==> src/tdm_pkg.sv <==
// Shared widths, register indexes, config struct and latencies for the tank drive mixer.
// No dependencies.
package tdm_pkg;

    localparam int IN_W       = 16;             // joystick and bound registers
    localparam int LIM_W      = 14;             // speed limit
    localparam int SPD_W      = 15;             // signed speed
    localparam int DUTY_W     = 12;
    localparam int CFG_IDX_W  = 3;
    localparam int CFG_DATA_W = 16;

    localparam int QUO_W  = LIM_W + 1;          // quotient holds up to 2 * limit
    localparam int PROD_W = IN_W + QUO_W;       // |v - low| * 2 * limit

    localparam int DUTY_FULL_DEF  = 4095;
    localparam int SPEED_FULL_DEF = 255;
    localparam int DUTY_CAP       = 4095;

    // Register stages per unit
    localparam int AXIS_LAT = QUO_W + 4;        // clamp, band, multiply, divide, map
    localparam int MIX_LAT  = 1;
    localparam int DUTY_LAT = 6;
    // Edges from the accepting edge to the edge that samples the strobe
    localparam int CORE_LAT = 1 + AXIS_LAT + MIX_LAT + DUTY_LAT;

    typedef enum logic [CFG_IDX_W-1:0] {
        REG_INPUT_LOW   = 3'd0,
        REG_INPUT_HIGH  = 3'd1,
        REG_INPUT_MID   = 3'd2,
        REG_DEAD_BAND   = 3'd3,
        REG_SPEED_LIMIT = 3'd4
    } t_cfg_reg;

    typedef struct packed {
        logic signed [IN_W-1:0] in_low;
        logic signed [IN_W-1:0] in_high;
        logic signed [IN_W-1:0] in_mid;
        logic [IN_W-1:0]        dead_band;
        logic [LIM_W-1:0]       speed_limit;
    } t_cfg;

endpackage

==> src/tdm_axis.sv <==
// One joystick axis: clamp, dead band, scale and a bit-per-stage restoring divider.
// Depends on tdm_pkg.
module tdm_axis (
    input  logic                              i_clk,
    input  logic                              i_rst_n,
    input  tdm_pkg::t_cfg                     i_cfg,
    input  logic                              i_valid,
    input  logic                              i_zero,
    input  logic signed [tdm_pkg::IN_W-1:0]   i_raw,
    output logic                              o_valid,
    output logic signed [tdm_pkg::SPD_W-1:0]  o_axis
);

    localparam int IN_W   = tdm_pkg::IN_W;
    localparam int LIM_W  = tdm_pkg::LIM_W;
    localparam int QUO_W  = tdm_pkg::QUO_W;
    localparam int PROD_W = tdm_pkg::PROD_W;
    localparam int SPD_W  = tdm_pkg::SPD_W;

    // Config-derived values; user must keep them static while items are in flight; unchecked
    logic signed [IN_W:0]   span;
    logic [IN_W-1:0]        span_abs;
    logic                   span_zero;
    logic [QUO_W-1:0]       two_lim;
    logic signed [IN_W+1:0] band_lo;
    logic signed [IN_W+1:0] band_hi;

    assign span      = (IN_W+1)'(i_cfg.in_high) - (IN_W+1)'(i_cfg.in_low);
    assign span_abs  = span[IN_W] ? IN_W'(-span) : span[IN_W-1:0];
    assign span_zero = (span == '0);
    assign two_lim   = {i_cfg.speed_limit, 1'b0};
    assign band_lo   = (IN_W+2)'(i_cfg.in_mid) - $signed({2'b00, i_cfg.dead_band});
    assign band_hi   = (IN_W+2)'(i_cfg.in_mid) + $signed({2'b00, i_cfg.dead_band});

    // Stage 1: clamp
    logic                   r1_vld;
    logic                   r1_zero;
    logic signed [IN_W-1:0] r1_v;
    logic signed [IN_W-1:0] n1_v;

    always_comb begin
        if (i_raw < i_cfg.in_low) begin
            n1_v = i_cfg.in_low;
        end else if (i_raw > i_cfg.in_high) begin
            n1_v = i_cfg.in_high;
        end else begin
            n1_v = i_raw;
        end
    end

    // Stage 2: dead band and offset from the low bound
    logic                 r2_vld;
    logic                 r2_zero;
    logic [IN_W-1:0]      r2_abs;
    logic signed [IN_W:0] diff;
    logic                 in_band;

    assign diff    = (IN_W+1)'(r1_v) - (IN_W+1)'(i_cfg.in_low);
    assign in_band = !(((IN_W+2)'(r1_v) < band_lo) || ((IN_W+2)'(r1_v) > band_hi));

    // Stage 3: scale by twice the limit
    logic              r3_vld;
    logic              r3_zero;
    logic [PROD_W-1:0] r3_prod;

    always_ff @(posedge i_clk) begin
        r1_v    <= n1_v;
        r1_zero <= i_zero;
        // reversed bounds only ever give v - low of zero or span, so the quotient stays >= 0
        r2_abs  <= diff[IN_W] ? IN_W'(-diff) : diff[IN_W-1:0];
        r2_zero <= r1_zero | in_band | span_zero;
        r3_prod <= PROD_W'(r2_abs) * PROD_W'(two_lim);
        r3_zero <= r2_zero;
    end

    // Divider: one quotient bit per stage; remainder stays below the divisor
    logic [IN_W-1:0]  r_dv_rem  [QUO_W];
    logic [QUO_W-1:0] r_dv_acc  [QUO_W];
    logic [QUO_W-1:0] r_dv_zero;
    logic [QUO_W-1:0] r_dv_vld;
    logic [IN_W-1:0]  n_dv_rem  [QUO_W];
    logic [QUO_W-1:0] n_dv_acc  [QUO_W];

    always_comb begin
        logic [IN_W-1:0]  rem_in;
        logic [QUO_W-1:0] acc_in;
        logic [IN_W:0]    trial;
        logic [IN_W:0]    reduced;
        logic             ge;
        for (int k = 0; k < QUO_W; k++) begin
            if (k == 0) begin
                rem_in = r3_prod[PROD_W-1:QUO_W];
                acc_in = r3_prod[QUO_W-1:0];
            end else begin
                rem_in = r_dv_rem[k-1];
                acc_in = r_dv_acc[k-1];
            end
            trial       = {rem_in, acc_in[QUO_W-1]};
            ge          = (trial >= {1'b0, span_abs});
            reduced     = trial - {1'b0, span_abs};
            n_dv_rem[k] = ge ? reduced[IN_W-1:0] : trial[IN_W-1:0];
            n_dv_acc[k] = {acc_in[QUO_W-2:0], ge};
        end
    end

    always_ff @(posedge i_clk) begin
        for (int k = 0; k < QUO_W; k++) begin
            r_dv_rem[k] <= n_dv_rem[k];
            r_dv_acc[k] <= n_dv_acc[k];
        end
        r_dv_zero <= {r_dv_zero[QUO_W-2:0], r3_zero};
    end

    // Map stage: quotient minus limit
    logic                  r4_vld;
    logic signed [SPD_W:0] mapped;

    assign mapped = $signed({1'b0, r_dv_acc[QUO_W-1]}) -
                    $signed({{(SPD_W+1-LIM_W){1'b0}}, i_cfg.speed_limit});

    always_ff @(posedge i_clk) begin
        o_axis <= r_dv_zero[QUO_W-1] ? '0 : mapped[SPD_W-1:0];
    end

    always_ff @(posedge i_clk) begin
        if (!i_rst_n) begin
            r1_vld   <= 1'b0;
            r2_vld   <= 1'b0;
            r3_vld   <= 1'b0;
            r_dv_vld <= '0;
            r4_vld   <= 1'b0;
        end else begin
            r1_vld   <= i_valid;
            r2_vld   <= r1_vld;
            r3_vld   <= r2_vld;
            r_dv_vld <= {r_dv_vld[QUO_W-2:0], r3_vld};
            r4_vld   <= r_dv_vld[QUO_W-1];
        end
    end

    assign o_valid = r4_vld;

endmodule

==> config.mk <==
export PLATFORM = sky130hd
export DESIGN_NAME = tdm_axis
export DESIGN_NICKNAME = d
export VERILOG_FILES = /design/src/tdm_pkg.sv /design/src/tdm_axis.sv
export SDC_FILE = /design/constraint.sdc
export NUM_CORES = 2
export LEC_CHECK = 0
export BUFFER_PORTS_ARGS = -buffer_cell sky130_fd_sc_hd__clkbuf_2
export CORE_AREA = 2 2 282 340
export CTS_BUF_LIST = sky130_fd_sc_hd__clkbuf_8
export DETAILED_ROUTE_END_ITERATION = 6
export DIE_AREA = 0 0 284 342
export GPL_TIMING_DRIVEN = 0
export PLACE_DENSITY = 0.55
export SYNTH_ARGS = -nofsm -noshare
export SYNTH_HDL_FRONTEND = slang
export SYNTH_SLANG_ARGS = --single-unit
==> constraint.sdc <==
create_clock -name i_clk -period 7.1 [get_ports i_clk]
set_input_delay 0.355 -clock i_clk [delete_from_list [all_inputs] [get_ports i_clk]]
set_output_delay 0.355 -clock i_clk [all_outputs]
set_load 0.01 [all_outputs]
==> flow_summary.toml <==
[timing]
slew_violations = 0
max_freq_ghz = 0.151
clock_skew_ns = 0.0375
worst_slew_pin_slew_ns = 1.24
post-route-worst-setup-slack_ns = 0.494
timing.final.setup_violations = 0
timing_hold_violations_final = 0
grt_setup_unrepaired = "false"
period_share_pct = 93.0
layout_min_cycle_time_ns = 6.61
slew_headroom_pct = 17.2

[yosys]
synth_fp_nets = 4781
mappedNetlistArea_mm2 = 0.0372
synth-async-reset-ratio_pct = 0
post_synth_main_area_contributors = "dfxtp_1, ha_1, fa_1, inv_1, xnor2_1"
ys.warnings.count = 0
syn-mean-instance-area_um2 = 9.25
yosys.area.top_type = "dfxtp_1"
synth-seq-area-share_pct = 29.6
ys_ff_latch = 549
post-synth-top-area-fraction_pct = 29.6
gate_count_post_synth = 4019
dominantRegCellSynth = "dfxtp_1"
ys_top_cells_by_count = "dfxtp_1, ha_1, inv_1"
synth-edff-count = 0
synthDistinctLibCells = 81
yosysMostFrequentCell = "dfxtp_1"

[floorplan]
die_height_um = 342
die_width_um = 284
floorplan.io_pins = 114
design.core.area_mm2 = 0.0943
dieArea_mm2 = 0.0971
placementRows = 124
initial_core_util_pct = 39.4

[clock_network]
tritoncts.num_buffers = 92
clock_tree_from_tritoncts = "done"
worstSkewPairLatency_ns = 0.71
depth_of_the_cts_h_tree = 3
worst_setup_hold_path_clk_slew_ns = 0.07
root_cell_of_the_clock_tree = "clkbuf_8"
cts.sinks = 549
max-clock-path-buffers = 3

[grt]
grt_first_pass_wirelength_um = 154000
grt_usage_pct = 20.0
grt_overflow = 0
grt_antenna_before_repair = 1
grt_start_max_net_pins = 17
number_of_global_route_vias_before_repair = 29700

[drt]
dr_total_vias = 28700
drt_iter0_drc = 1056
routed_len_inst_um = 17.3
ant_nets = 0
remaining_drc_errors = 0
detail_route.first_pass.iterations = 5
drt-total-wl_um = 96900
post_drt_via_cell_ratio = 5.12

[critical_path]
critPathArrivalTime_ns = 7.18
worstSetupStartpoint = "r2_abs[0]"
criticalPathCategory = "flop to flop"
critical_path.reg2reg.endpoint = "r3_prod[29]"
critical_path.max_fanout = 10
r2r-start = "r2_abs[0]"
timing.critical_path.to = "r3_prod[29]"
r2r_cells = 20
worst_setup_path_end_kind = "flop"
cp_cell_sequence = "clkbuf_1 -> nand2_1 -> fa_1 -> fa_1 -> inv_1 -> fa_1 -> fa_1 -> fa_1 -> inv_1 -> fa_1 -> inv_1 -> ha_1 -> and3_1 -> and3_1 -> nand3_1 -> a21boi_1 -> o21ai_0 -> a21boi_0 -> mux2i_1 -> o211ai_1"
worst_path_most_repeated_cell = "fa_1"
worst_ep_required_time_ns = 7.68
reg2reg_slack_ns = 0.49
critical_path.startpoint_type = "flop"
critical-path-slowest-cell = "fa_1"
timing.critical_path.slowest_cell_delay_ns = 0.55

[cells_and_area]
final_design_area_no_fill_mm2 = 0.0423
final_layout_size_suffix_gt1_share_pct = 10.6
syn2layout_area_growth_pct = 13.9
final_net_count = 5040
final_cell_count_no_fill = 5613

[placed_design]
pre_cts_slack_ns = -0.570
dpl_cell_area_mm2 = 0.0398
globalplace.congestion = 0.864
dp_cells = 5402
numPortBuffers = 110
place_hpwl_um = 76500

[status]
outcome = "completed"

[job]
drv.max_cap_violation_count = 0

[hold_path]
min-delay-path-class = "input pin to flop"
min_from = "i_raw[8]"
==> logic make-up (layout without fill, tap and decap cells) <==
group,count (synthesis),after routing,synth area share (%)
AO/OA/AOI/OAI,852,852,15.0
XOR/XNOR,245,245,5.79
adder cells (fa/ha/maj),664,664,26.1
buffers and inverters,484,815,4.93
flip-flops,549,549,29.6
multiplexers,154,154,4.49
other,0,3,0
AND/OR/NAND/NOR,1071,1071,14.2
==> layout by cell type, fill, tap and decap left out, types with 32 or more instances in the layout <==
cell	count
and2_1	145
o21ai_0	116
nand2_1	274
dlygate4sd3_1	38
fa_1	184
nor3_1	57
o21a_1	34
dfxtp_1	549
clkbuf_2	117
mux2_2	103
clkbuf_8	117
clkbuf_1	53
a211oi_1	42
o21ai_1	32
nand2b_1	47
nor2b_1	67
a21oi_1	260
nand3_1	52
xnor2_1	162
ha_1	480
xor2_1	68
nand4_1	53
nor2_1	269
inv_1	423
a21o_1	138
mux2i_1	50
==> per-stage QoR <==
step	util (%)	hold slack, ns	setup TNS (ns)
4_1_cts	44.8	0.00184	0
5_1_grt	44.9	0.0196	0
3_3_place_gp	41.7	0.310	-312.76
6_report	44.9	0.0513	0
2_1_floorplan	-	0.310	0
3_5_place_dp	42.2	0.312	-11.99
==> worst min path at each step <==
stage,end,slack (ns),cells after the start
6_report,r1_v[8],0.05,3
5_1_grt,r1_v[8],0.02,3
4_1_cts,r1_v[8],0.002,3
3_5_place_dp,r_dv_acc[0][22],0.31,0
3_3_place_gp,r_dv_acc[0][116],0.31,0
2_1_floorplan,r3_zero,0.31,0
==> per-layer routing <==
layer	up-vias	GRT usage [%]	part of all wire, %
met1	13700	21.6	40
met4	0	9.54	4.7
met2	447	38.2	52
met3	191	2.67	3.0
li1	14400	-	-
met5	-	0	0
==> flip-flops by register name, summed over array words and instances (netlist names), 15 cells and up <==
signal	count
r3_prod	30
r_dv_vld	15
r_dv_rem	224
r2_abs	16
r1_v	16
r_dv_zero	15
o_axis	15
r_dv_acc	211
==> timing repair <==
action | 4_1_cts | 5_1_grt
resized for setup | 0 | 15
setup buffers | 0 | 4
hold endpoints to repair | 23 | 0
hold buffers | 38 | 0
endpoints found under the setup margin | 0 | 12
==> critical path, delay by kind of cell, from the launching register on <==
kind / cells / cell delay [ns]
compound gates: 4 / 0.92
flops: 1 / 0.52
mux: 1 / 0.22
buf+inv: 4 / 0.62
fa+ha+maj: 7 / 3.54
simple gates: 4 / 0.65
==> final cells by class <==
type	instances	area, um^2
diodes	3	7.51
plain buffers	69	284
clock buffers	116	1600
clock inverters	50	556
fillers	9377	52000
inverters	415	1560
multi-input cells	2986	24600
flip-flops and latches	549	11000
well taps	1260	1580
repair buffers	165	1190
Power is left out: the tool's default activity adds up to more than one toggle a clock period on the data nets, which glitch-free logic cannot reach.
