--- config.mk ---
export PLATFORM = sky130hd
export DESIGN_NAME = tdm_duty
export DESIGN_NICKNAME = d
export VERILOG_FILES = /design/src/tdm_pkg.sv /design/src/tdm_duty.sv
export SDC_FILE = /design/constraint.sdc
export NUM_CORES = 1
export LEC_CHECK = 0
export BUFFER_PORTS_ARGS = -buffer_cell sky130_fd_sc_hd__clkbuf_2
export CORE_ASPECT_RATIO = 1.4
export CORE_MARGIN = 10
export CORE_UTILIZATION = 25
export CTS_BUF_LIST = sky130_fd_sc_hd__clkbuf_4 sky130_fd_sc_hd__clkbuf_8
export DETAILED_ROUTE_END_ITERATION = 8
export GPL_ROUTABILITY_DRIVEN = 0
export PLACE_DENSITY = 0.49
export SLEW_MARGIN = 20
export SYNTH_ARGS = -nofsm -noshare
export SYNTH_HDL_FRONTEND = slang
export SYNTH_SLANG_ARGS = --single-unit
--- constraint.sdc ---
create_clock -name i_clk -period 5 [get_ports i_clk]
set_input_delay 0.25 -clock i_clk [delete_from_list [all_inputs] [get_ports i_clk]]
set_output_delay 0.25 -clock i_clk [all_outputs]
set_load 0.005 [all_outputs]
--- src/tdm_pkg.sv ---
// Shared widths, register indexes, config struct and latencies for the tank drive mixer.
// No dependencies.
package tdm_pkg;

    localparam int IN_W       = 16;             // joystick and bound registers
    localparam int LIM_W      = 14;             // speed limit
    localparam int SPD_W      = 15;             // signed speed
    localparam int DUTY_W     = 12;
    localparam int CFG_IDX_W  = 3;
    localparam int CFG_DATA_W = 16;

    localparam int QUO_W  = LIM_W + 1;          // quotient holds up to 2 * limit
    localparam int PROD_W = IN_W + QUO_W;       // |v - low| * 2 * limit

    localparam int DUTY_FULL_DEF  = 4095;
    localparam int SPEED_FULL_DEF = 255;
    localparam int DUTY_CAP       = 4095;

    // Register stages per unit
    localparam int AXIS_LAT = QUO_W + 4;        // clamp, band, multiply, divide, map
    localparam int MIX_LAT  = 1;
    localparam int DUTY_LAT = 6;
    // Edges from the accepting edge to the edge that samples the strobe
    localparam int CORE_LAT = 1 + AXIS_LAT + MIX_LAT + DUTY_LAT;

    typedef enum logic [CFG_IDX_W-1:0] {
        REG_INPUT_LOW   = 3'd0,
        REG_INPUT_HIGH  = 3'd1,
        REG_INPUT_MID   = 3'd2,
        REG_DEAD_BAND   = 3'd3,
        REG_SPEED_LIMIT = 3'd4
    } t_cfg_reg;

    typedef struct packed {
        logic signed [IN_W-1:0] in_low;
        logic signed [IN_W-1:0] in_high;
        logic signed [IN_W-1:0] in_mid;
        logic [IN_W-1:0]        dead_band;
        logic [LIM_W-1:0]       speed_limit;
    } t_cfg;

endpackage

--- src/tdm_duty.sv ---
// Direction line and 12-bit PWM duty from a signed speed, reciprocal-multiply division.
// Depends on tdm_pkg.
module tdm_duty #(
    parameter int DUTY_FULL  = tdm_pkg::DUTY_FULL_DEF,
    parameter int SPEED_FULL = tdm_pkg::SPEED_FULL_DEF
) (
    input  logic                              i_clk,
    input  logic                              i_rst_n,
    input  logic                              i_valid,
    input  logic signed [tdm_pkg::SPD_W-1:0]  i_speed,
    output logic                              o_valid,
    output logic signed [tdm_pkg::SPD_W-1:0]  o_speed,
    output logic                              o_forward,
    output logic [tdm_pkg::DUTY_W-1:0]        o_duty
);

    localparam int LIM_W   = tdm_pkg::LIM_W;
    localparam int SPD_W   = tdm_pkg::SPD_W;
    localparam int DUTY_W  = tdm_pkg::DUTY_W;
    localparam int DF_W    = $clog2(DUTY_FULL + 1);
    localparam int N_W     = LIM_W + DF_W;
    localparam int P_W     = 2 * N_W + 1;
    localparam int STAGES  = tdm_pkg::DUTY_LAT;
    // floor(2^N_W / SPEED_FULL): estimate is low by at most one
    localparam logic [N_W:0] RECIP = (N_W+1)'((64'd1 << N_W) / SPEED_FULL);

    typedef enum logic [1:0] {
        KIND_ZERO,
        KIND_POS,
        KIND_SUB,   // duty = full - q
        KIND_ADD    // duty = full + q
    } t_kind;

    // Speed and direction ride along to line up with the duty
    logic signed [SPD_W-1:0] r_spd [STAGES];
    t_kind                   r_kind [STAGES-1];
    logic [STAGES-1:0]       r_vld;

    // Stage 1: pick magnitude and case
    logic signed [SPD_W:0] shifted;
    logic [LIM_W-1:0]      n1_m;
    t_kind                 n1_kind;
    logic [LIM_W-1:0]      r1_m;

    assign shifted = (SPD_W+1)'(i_speed) + (SPD_W+1)'(SPEED_FULL);

    always_comb begin
        if (i_speed > 0) begin
            n1_kind = KIND_POS;
            n1_m    = i_speed[LIM_W-1:0];
        end else if (i_speed == 0) begin
            n1_kind = KIND_ZERO;
            n1_m    = '0;
        end else if (!shifted[SPD_W]) begin
            n1_kind = KIND_SUB;
            n1_m    = shifted[LIM_W-1:0];
        end else begin
            n1_kind = KIND_ADD;
            n1_m    = LIM_W'(-shifted);
        end
    end

    // Stages 2 to 5: N = m * full, q0 = N * recip >> N_W, q0 * speed_full, correct
    logic [N_W-1:0] r2_n;
    logic [N_W-1:0] r3_n;
    logic [N_W-1:0] r3_q0;
    logic [N_W-1:0] r4_n;
    logic [N_W-1:0] r4_q0;
    logic [N_W-1:0] r4_qd;
    logic [N_W-1:0] r5_q;
    logic [P_W-1:0] prod3;
    logic [N_W-1:0] resid;

    assign prod3 = P_W'(r2_n) * P_W'(RECIP);
    assign resid = r4_n - r4_qd;

    // Stage 6: combine with full scale and saturate
    logic signed [N_W+1:0] d_raw;

    always_comb begin
        case (r_kind[STAGES-2])
            KIND_POS: d_raw = $signed({2'b00, r5_q});
            KIND_SUB: d_raw = (N_W+2)'(DUTY_FULL) - $signed({2'b00, r5_q});
            KIND_ADD: d_raw = (N_W+2)'(DUTY_FULL) + $signed({2'b00, r5_q});
            default:  d_raw = '0;
        endcase
    end

    always_ff @(posedge i_clk) begin
        r1_m  <= n1_m;
        r2_n  <= N_W'(r1_m) * N_W'(DUTY_FULL);
        r3_n  <= r2_n;
        r3_q0 <= prod3[2*N_W-1:N_W];
        r4_n  <= r3_n;
        r4_q0 <= r3_q0;
        r4_qd <= N_W'(r3_q0) * N_W'(SPEED_FULL);
        r5_q  <= r4_q0 + N_W'(resid >= N_W'(SPEED_FULL));

        if (d_raw < 0) begin
            o_duty <= '0;
        end else if (d_raw > (N_W+2)'(tdm_pkg::DUTY_CAP)) begin
            o_duty <= DUTY_W'(tdm_pkg::DUTY_CAP);
        end else begin
            o_duty <= d_raw[DUTY_W-1:0];
        end

        r_spd[0]  <= i_speed;
        r_kind[0] <= n1_kind;
        for (int k = 1; k < STAGES; k++) begin
            r_spd[k] <= r_spd[k-1];
        end
        for (int k = 1; k < STAGES-1; k++) begin
            r_kind[k] <= r_kind[k-1];
        end
    end

    always_ff @(posedge i_clk) begin
        if (!i_rst_n) begin
            r_vld <= '0;
        end else begin
            r_vld <= {r_vld[STAGES-2:0], i_valid};
        end
    end

    assign o_valid   = r_vld[STAGES-1];
    assign o_speed   = r_spd[STAGES-1];
    assign o_forward = (r_spd[STAGES-1] > 0);

endmodule

==> flow_metrics.py, run 1 <==
metrics = {
    "timing": {
        "setup_violations": 4,
        "period_share_pct": 107,
        "rsz0062_at_grt": "true",
        "slew_headroom_pct": 48.4,
        "skew_ns": 0.0561,
        "tightestPinTransition_ns": 0.773,
        "fmax_mhz": 187,
        "layout_min_cycle_time_ns": 5.36,
        "hold_viol": 0,
        "holdWs_ns": 0.320,
        "setup_ws_ns": -0.361,
        "drv_slew": 0,
    },
    "synth": {
        "synth_edf_count": 0,
        "yosysUniqueCellTypes": 70,
        "ys_seq_area_share_pct": 32.1,
        "syn_inst": 1791,
        "avgSynthCellArea_sq_um": 10.2,
        "syn_nets": 2215,
        "yosysWarnings": 0,
        "synthArstFlopShare_pct": 0,
        "synth-seq-cells": 293,
        "ys.flop_type": "dfxtp_1",
        "synth_area_sq_um": 18300,
    },
    "worst_setup_path": {
        "worstPathArrival_ns": 5.84,
        "reg2reg_from": "r1_m[5]$_DFF_P_",
        "cp_max_fo": 5,
        "rr_worst_depth": 17,
        "worstSetupPathType": "reg -> reg",
        "start_kind": "flip-flop",
        "r2r-end": "r2_n[23]$_DFF_P_",
        "endpoint_kind": "flip-flop",
        "rrSetupSlack_ns": -0.36,
        "cp_data_required_time_ns": 5.48,
    },
    "floorplanning": {
        "io-pin-count": 47,
        "fp.dieW_um": 249,
        "start_util_pct": 25.2,
        "die_area_sq_um": 84500,
        "fp.dieH_um": 340,
        "core_area_sq_um": 72600,
        "rows": 117,
    },
    "routing": {
        "wl_per_cell_um": 14.1,
        "routed_via_density": 4.31,
        "drc": 0,
        "ant_nets": 0,
        "detail_route.wirelength_mm": 42.5,
        "vias": 12957,
        "drt_iter0_drc": 384,
        "first_pass_iters": 5,
    },
    "run_status": {
        "violations": "negative setup slack",
        "status": "finished, violations left",
    },
    "worst_hold_path": {
        "worstHoldEndpoint": "r4_n[11]$_DFF_P_",
        "min_from": "r3_n[11]$_DFF_P_",
        "worst_hold_path.num_cells": 0,
        "hold_class": "reg -> reg",
    },
    "run": {
        "drv_cap": 0,
    },
    "clocking": {
        "cts_root_buf": "clkbuf_8",
        "cts_buffer_depth": 3,
        "cts_buffers": 52,
        "cts.sinks": 293,
        "htreeDepth": 2,
        "path_clk_slew_ns": 0.06,
        "cts_tree": "done",
        "clk_latency_ns": 0.64,
    },
    "final_layout": {
        "fin_area_sq_um": 22300,
        "multi_input_area_sq_um": 11300,
        "layout-drive-gt1-share_pct": 17.3,
        "regArea_sq_um": 5890,
        "final_nets": 2437,
        "syn_to_final_growth_pct": 21.9,
        "nFillCells": 7619,
    },
    "global_routing": {
        "antenna_found_initial": 2,
        "grt_max_degree": 22,
        "track_usage_pct": 10.2,
        "overflow": 0,
        "grt_pass1_wl_mm": 70.8,
        "grt_pass1_vias": 14318,
    },
    "placement": {
        "portBuffers": 46,
        "post_dp_cell_area_sq_um": 20600,
        "place_ws_ns": -0.409,
        "dp_hpwl_mm": 35.3,
    },
}
-- final cells by class --
cell class	instances	share of cell area, %
multi-input combinational	1135	50.8
clock inverter	22	1.04
tap	952	5.35
clock buffer	75	4.47
inverter	340	5.73
timing repair buffer	191	6.19
sequential	293	26.4
antenna	1	0.0112
-- metal layers --
metal | global-route usage, % | share of wire [%] | vias to the layer above
met5 | 0 | 0 | -
met4 | 4.45 | 4.0 | 0
met3 | 1.63 | 2.7 | 107
met2 | 20.4 | 57 | 200
met1 | 9.92 | 37 | 6279
li1 | - | - | 6371
-- through the flow --
stage | TNS [ns] | util [%] | cells
2_1_floorplan | 0 | - | 1791
6_report | -0.900 | 30.7 | 3009
3_5_place_dp | -2.01 | 28.3 | 2884
4_1_cts | -0.713 | 30.5 | 3003
5_1_grt | -2.13 | 30.7 | 3009
3_3_place_gp | -1.81 | 28.3 | 2884
-- cells in the mapped netlist (5+ instances only) --
library cell	number	area, sq um
o311ai_0	6	52.6
nor4_1	6	37.5
nor2b_1	11	68.8
a21oi_1	77	385
nand4_1	16	100
nand3_1	34	170
fa_1	178	3560
ha_1	228	2850
o21bai_1	6	45.0
o211ai_1	12	90.1
nand2b_1	15	93.8
a211o_1	6	52.6
xnor2_1	87	762
a31oi_1	19	119
nand3b_1	5	37.5
o21a_1	10	75.1
or3_1	15	93.8
and3_1	13	81.3
inv_1	340	1280
nand2_1	64	240
and2_1	13	81.3
clkbuf_1	17	63.8
dfxtp_1	293	5870
a21o_1	28	210
a211oi_1	11	82.6
xor2_1	26	228
a2111oi_0	5	43.8
nor3_1	40	200
o31ai_1	7	52.6
o21ai_0	51	255
nor2_1	75	282
-- placed cells by master, fill, tap and decap left out, types with 16 or more instances in the layout --
cell type and count:
clkbuf_2 46, o21ai_0 47, clkbuf_8 69, nand2_1 63
xor2_1 26, dlygate4sd3_1 18, nand4_1 16, fa_1 170
nand3_1 34, ha_1 221, nor3_1 36, a21o_1 28
a31oi_1 18, buf_4 123, dfxtp_1 285, nor2_1 72
inv_1 328, xnor2_1 86, a21oi_1 69
-- logic make-up after synthesis --
kind of cell,synth area share (%)
flops,32.1
simple gates,8.78
buf+inv,7.52
compound gates,10.6
fa+ha+maj,35.1
xor+xnor,5.50
mux,0.349
-- what timing repair did --
item                                    4_1_cts  5_1_grt
pin swaps                                    18       30
hold endpoints to repair                     32        0
endpoints found under the setup margin       13       14
hold buffers                                 18        0
resized for setup                            36       32
setup buffers                                 4        6
-- worst max-delay path by stage --
stage	from	cells after the start	slack, ns	to
4_1_cts	r1_m[4]$_DFF_P_	20	-0.31	r2_n[23]$_DFF_P_
3_5_place_dp	r1_m[3]$_DFF_P_	20	-0.41	r2_n[23]$_DFF_P_
3_3_place_gp	r1_m[3]$_DFF_P_	20	-0.34	r2_n[23]$_DFF_P_
5_1_grt	r1_m[4]$_DFF_P_	21	-0.52	r2_n[23]$_DFF_P_
2_1_floorplan	r1_m[4]$_DFF_P_	17	0.01	r2_n[23]$_DFF_P_
6_report	r1_m[5]$_DFF_P_	17	-0.36	r2_n[23]$_DFF_P_
-- flip-flops by register name, summed over array words and instances (netlist names) --
name / count
r_kind: 10
r5_q: 20
r4_q0: 18
r_vld: 6
r4_n: 26
r2_n: 26
o_duty: 12
r3_n: 26
r4_qd: 26
r_spd: 90
r3_q0: 19
r1_m: 14
-- worst max-delay path, cell delays in order, from the launching register on --
cell      delay (ns)
dfxtp_4         0.36
fa_2            0.63
fa_1            0.45
fa_1            0.53
fa_1            0.55
inv_1           0.05
fa_1            0.52
inv_1           0.06
ha_4            0.24
and4_4          0.18
nor2b_4         0.13
a311oi_2        0.24
nor3_2          0.10
a41o_1          0.23
o41a_1          0.41
a41oi_2         0.21
nor2b_4         0.22
xnor2_2         0.07
Power of run 1 is left out: the tool's default activity adds up to more than one toggle a clock period on the data nets, which glitch-free logic cannot reach.
==> run 2, diff against run 1 <==
ABC_AREA = 1   (was not set)
CAP_MARGIN = 40   (was not set)
==> run 2 against run 1 <==
  * The flow now finishes without violations
  * Hold slack worse by 0.025 ns
  * Routed wire length grew 6.0%
  * Via count is 5.5% higher
  * Final area shrank 1.5%
  * Cell count rose by 7.5%
  * Synthesized cell count increased by 17%
  * Critical endpoint unchanged
==> flow_metrics.py, run 2 <==
metrics = {
    "run_status": {
        "status": "complete, no violations",
    },
    "floorplanning": {
        "io-pin-count": 47,
        "start_util_pct": 25.1,
        "core_area_sq_um": 75000,
        "fp.dieH_um": 345,
        "fp.dieW_um": 252,
        "die_area_sq_um": 86900,
        "rows": 119,
    },
    "synth": {
        "synth_top_area_share_pct": 31.1,
        "synth_largest_area_cell": "dfxtp_1",
        "synth_area_sq_um": 18800,
        "synthArstFlopShare_pct": 0,
        "syn_nets": 2513,
        "synth_common_cells": "464 x inv_1, 293 x dfxtp_1, 280 x nand2_1, 228 x ha_1, 178 x fa_1",
        "yosysWarnings": 0,
        "avgSynthCellArea_sq_um": 9.02,
        "ys.flop_type": "dfxtp_1",
        "synthTopCellsByArea": "dfxtp_1 31%, fa_1 19%, ha_1 15%",
        "syn_inst": 2089,
        "synth_edf_count": 0,
        "yosysMostFrequentCell": "inv_1",
        "synth-seq-cells": 293,
        "ys_seq_area_share_pct": 31.1,
        "yosysUniqueCellTypes": 49,
    },
    "timing": {
        "setup_violations": 0,
        "holdWs_ns": 0.296,
        "drv_slew": 0,
        "period_share_pct": 96.6,
        "layout_min_cycle_time_ns": 4.83,
        "fmax_mhz": 207,
        "slew_headroom_pct": 50.1,
        "tightestPinTransition_ns": 0.748,
        "skew_ns": 0.0515,
        "hold_viol": 0,
    },
    "final_layout": {
        "fin_area_sq_um": 21900,
        "nFillCells": 8004,
        "final_nets": 2649,
        "regArea_sq_um": 5880,
        "final_common_cell": "inv_1",
        "layout-drive-gt1-share_pct": 9.53,
        "largest-register": "r_spd",
        "syn_to_final_growth_pct": 16.5,
        "multi_input_area_sq_um": 11300,
        "largest_reg_flops": 90,
        "final_cell_mix": "464 x inv_1, 286 x dfxtp_1, 279 x nand2_1",
    },
    "worst_setup_path": {
        "start_kind": "flip-flop",
        "r2r-end": "r2_n[23]$_DFF_P_",
        "rrSetupSlack_ns": 0.17,
        "endpoint_kind": "flip-flop",
        "crit_start": "r1_m[5]$_DFF_P_",
        "reg2reg_from": "r1_m[5]$_DFF_P_",
        "cp_max_fo": 5,
        "cp_data_required_time_ns": 5.50,
        "worstPathArrival_ns": 5.33,
        "worstSetupPathType": "reg -> reg",
        "rr_worst_depth": 18,
        "endpoint": "r2_n[23]$_DFF_P_",
    },
    "clocking": {
        "cts_buffers": 51,
        "path_clk_slew_ns": 0.06,
        "cts_tree": "done",
        "cts_root_buf": "clkbuf_8",
        "cts.sinks": 293,
        "htreeDepth": 2,
        "clk_latency_ns": 0.64,
        "cts_buffer_depth": 3,
    },
    "routing": {
        "first_pass_iters": 5,
        "vias": 13673,
        "routed_via_density": 4.23,
        "detail_route.wirelength_mm": 45.0,
        "ant_nets": 0,
        "wl_per_cell_um": 13.9,
        "drc": 0,
        "drt_iter0_drc": 436,
    },
    "run": {
        "drv_cap": 0,
    },
    "worst_hold_path": {
        "hold_class": "reg -> reg",
    },
    "placement": {
        "dp_hpwl_mm": 38.1,
        "portBuffers": 46,
        "post_dp_cell_area_sq_um": 20400,
    },
    "global_routing": {
        "grt_pass1_wl_mm": 74.1,
        "grt_max_degree": 16,
        "overflow": 0,
        "grt_pass1_vias": 14844,
        "track_usage_pct": 10.6,
        "antenna_found_initial": 0,
    },
}
-- run 2: what timing repair did --
item,in CTS,in global routing
endpoints found under the setup margin,0,11
resized for setup,0,32
hold buffers,18,0
endpoints found under the hold margin,26,0
buffers inserted,0,0
-- run 2: per-layer routing --
layer	part of all wire, %	GRT usage (%)
met1	37	10.4
met2	56	21.2
met3	2.9	1.78
met4	3.9	4.59
met5	0	0
-- run 2: worst max-delay path, cell delays in order (launching register included) --
cell and delay (ns):
dfxtp_2 0.33, buf_4 0.14, fa_1 0.44, buf_4 0.18
fa_1 0.50, fa_1 0.52, fa_1 0.54, inv_1 0.05
fa_1 0.52, inv_1 0.04, ha_1 0.35, a21oi_1 0.21
nor2_1 0.08, a211oi_2 0.18, o21ai_1 0.16, a21o_1 0.20
nand3_1 0.06, nand2_1 0.06, xor2_1 0.14
-- run 2: kinds of logic (layout without fill, tap and decap cells) --
| group | Yosys count | count (layout) | synth area share [%] |
|---|---|---|---|
| flops | 293 | 293 | 31.1 |
| fa+ha+maj | 406 | 406 | 34.1 |
| other cells | 0 | 1 | 0 |
| simple gates | 556 | 556 | 13.0 |
| buf+inv | 474 | 651 | 9.54 |
| compound gates | 261 | 261 | 7.67 |
| xor+xnor | 99 | 99 | 4.60 |
-- run 2: through the flow --
step                      utilization, %  cells  setup TNS, ns  worst slack (ns)
after floorplan                        -   2089              0             0.248
after global routing                29.2   3234        -0.0441           -0.0441
after CTS                           29.1   3234              0           0.00189
after detailed placement            27.2   3122              0           0.00172
final                               29.2   3235              0             0.171
after global placement              27.2   3122              0            0.0163
-- run 2: area by class of cell --
| type | count | share of cell area, % |
|---|---|---|
| Tap cell | 968 | 5.52 |
| Clock inverter | 19 | 1.18 |
| Antenna cell | 1 | 0.0114 |
| Clock buffer | 75 | 4.36 |
| Inverter | 466 | 7.97 |
| Multi-Input combinational cell | 1322 | 51.4 |
| Timing Repair Buffer | 91 | 2.79 |
| Sequential cell | 293 | 26.8 |
-- run 2: how the worst min path moves through the flow --
stage / from / end / slack, ns / cells past startpoint
floorplan: i_speed[0] / r_spd[0][0]$_DFF_P_ / 0.28 / 0
global placement: r3_n[21]$_DFF_P_ / r4_n[21]$_DFF_P_ / 0.31 / 0
detailed placement: r3_n[20]$_DFF_P_ / r4_n[20]$_DFF_P_ / 0.31 / 0
CTS: i_speed[1] / r_spd[0][1]$_DFF_P_ / 0.27 / 2
global route: i_speed[1] / r_spd[0][1]$_DFF_P_ / 0.29 / 2
finish: r3_n[22]$_DFF_P_ / r4_n[22]$_DFF_P_ / 0.30 / 0
Power of run 2 is left out for the same reason.
==> run 3, diff against run 2 <==
CORE_UTILIZATION = 46   (was 25)
PLACE_DENSITY = 0.73   (was 0.49)
==> run 3 against run 2 <==
  * Via count rose by 2.6%
  * Die area fell by 43%
  * Clock-buffer cell count fell by 7
  * Clock skew fell by 0.014 ns
  * Cell count fell by 14%
  * Hold slack improved by 0.0044 ns
  * Non-clock buffer count fell by 13
  * Maximum frequency fell by 0.64%
  * Core utilization rose by 23 points
  * First-iteration DRC count rose by 23%
  * Register-to-register slack got worse by 0.03 ns
  * Critical path type unchanged
  * Critical endpoint is now r2_n[24]$_DFF_P_
  * Highest routed layer unchanged
==> flow_metrics.py, run 3 (same netlist as run 2, synthesis figures left out) <==
metrics = {
    "routing": {
        "drt_iter0_drc": 536,
        "detail_route.wirelength_mm": 42.4,
        "drc": 0,
        "first_pass_iters": 5,
        "vias": 14026,
        "wl_per_cell_um": 15.3,
        "ant_nets": 0,
        "routed_via_density": 5.05,
    },
    "timing": {
        "drv_slew": 0,
        "tightestPinTransition_ns": 0.777,
        "layout_min_cycle_time_ns": 4.86,
        "skew_ns": 0.0377,
        "holdWs_ns": 0.300,
        "rsz0062_at_grt": "true",
        "slew_headroom_pct": 48.2,
        "fmax_mhz": 206,
        "period_share_pct": 97.2,
        "setup_violations": 0,
        "hold_viol": 0,
    },
    "run_status": {
        "status": "complete, no violations",
    },
    "global_routing": {
        "grt_pass1_wl_mm": 70.5,
        "track_usage_pct": 17.5,
        "grt_max_degree": 16,
        "grt_pass1_vias": 15061,
        "overflow": 0,
        "antenna_found_initial": 0,
    },
    "worst_setup_path": {
        "endpoint_kind": "flip-flop",
        "cp.depth": 19,
        "rrSetupSlack_ns": 0.14,
        "crit_family": "adder cells",
        "endpoint": "r2_n[24]$_DFF_P_",
        "rr_worst_depth": 19,
        "r2r-end": "r2_n[24]$_DFF_P_",
        "start_kind": "flip-flop",
        "cp_cell_sequence": "fa_2 -> inv_1 -> fa_1 -> inv_1 -> fa_1 -> fa_1 -> inv_1 -> fa_1 -> inv_1 -> ha_1 -> buf_4 -> a21oi_1 -> o211ai_1 -> nand2_1 -> nand3_1 -> a21oi_1 -> nor2_1 -> nor2_1 -> xor2_1",
        "crit_start": "r1_m[5]$_DFF_P_",
        "cp_num_buf_inv": 5,
        "worstPathArrival_ns": 5.40,
        "slowest_stage": "fa_2",
        "reg2reg_from": "r1_m[5]$_DFF_P_",
        "cp_slowest_stage_delay_ns": 0.62,
        "cp_data_required_time_ns": 5.54,
        "worstSetupPathType": "reg -> reg",
        "cp_max_fo": 4,
    },
    "floorplanning": {
        "start_util_pct": 46.6,
        "core_area_sq_um": 40400,
        "rows": 87,
        "die_area_sq_um": 49600,
        "fp.dieW_um": 191,
        "io-pin-count": 47,
        "fp.dieH_um": 259,
    },
    "clocking": {
        "cts_buffer_depth": 3,
        "htreeDepth": 2,
        "cts_root_buf": "clkbuf_8",
        "path_clk_slew_ns": 0.06,
        "cts_buffers": 47,
        "clk_latency_ns": 0.61,
        "cts.sinks": 293,
        "cts_tree": "done",
    },
    "final_layout": {
        "diodes": 0,
        "layout-drive-gt1-share_pct": 8.60,
        "largest-register": "r_spd",
        "largest_reg_flops": 90,
        "final_common_cell": "inv_1",
        "final_cell_mix": "464 x inv_1, 287 x dfxtp_1, 279 x nand2_1",
        "final_nets": 2632,
        "syn_to_final_growth_pct": 12.7,
    },
    "run": {
        "drv_cap": 0,
    },
    "worst_hold_path": {
        "hold_class": "reg -> reg",
    },
    "placement": {
        "dp_hpwl_mm": 35.5,
        "portBuffers": 46,
    },
}
-- run 3: final cells by class --
type                    count  area [sq um]
fillers                  3549         19200
multi-input cells        1322         11300
flip-flops and latches    293          5870
inverters                 466          1750
clock buffers              68           861
well taps                 534           668
repair buffers             78           515
clock inverters            17           290
-- run 3: what timing repair did --
item / 4_1_cts / 5_1_grt
hold buffers: 18 / 0
setup endpoints to repair: 0 / 13
setup buffers: 0 / 1
resized for setup: 0 / 28
hold endpoints to repair: 24 / 0
-- run 3: how the worst min path moves through the flow --
stage / slack [ns] / end / startpoint / cells past startpoint
2_1_floorplan: 0.28 / r_spd[0][0]$_DFF_P_ / i_speed[0] / 0
3_3_place_gp: 0.31 / r4_n[21]$_DFF_P_ / r3_n[21]$_DFF_P_ / 0
3_5_place_dp: 0.31 / r_spd[2][8]$_DFF_P_ / r_spd[1][8]$_DFF_P_ / 0
4_1_cts: 0.28 / r_spd[0][6]$_DFF_P_ / i_speed[6] / 2
5_1_grt: 0.31 / r4_n[11]$_DFF_P_ / r3_n[11]$_DFF_P_ / 0
6_report: 0.30 / r4_n[11]$_DFF_P_ / r3_n[11]$_DFF_P_ / 0
-- run 3: stage by stage --
| stage | cells | util, % | setup slack (ns) | TNS (ns) | cell area [sq um] |
|---|---|---|---|---|---|
| finish | 2778 | 52.6 | 0.140 | 0 | 21200 |
| global route | 2778 | 52.6 | -0.0819 | -0.0946 | 21200 |
| CTS | 2777 | 52.3 | 0.000415 | 0 | 21100 |
| detailed placement | 2674 | 49.0 | -0.0169 | -0.0323 | 19800 |
| global placement | 2674 | 49.0 | 0.0610 | 0 | 19800 |
| floorplan | 2089 | - | 0.248 | 0 | 18800 |
-- run 3: routing by layer --
metal  global-route usage [%]  wire (um)  vias up
met5                        0          0        -
met4                     10.4       2710        0
met3                     2.69       1610      173
met2                     34.4      23300      335
met1                     16.5      14800     6670
li1                         -          -     6848
Power of run 3 is left out for the same reason.
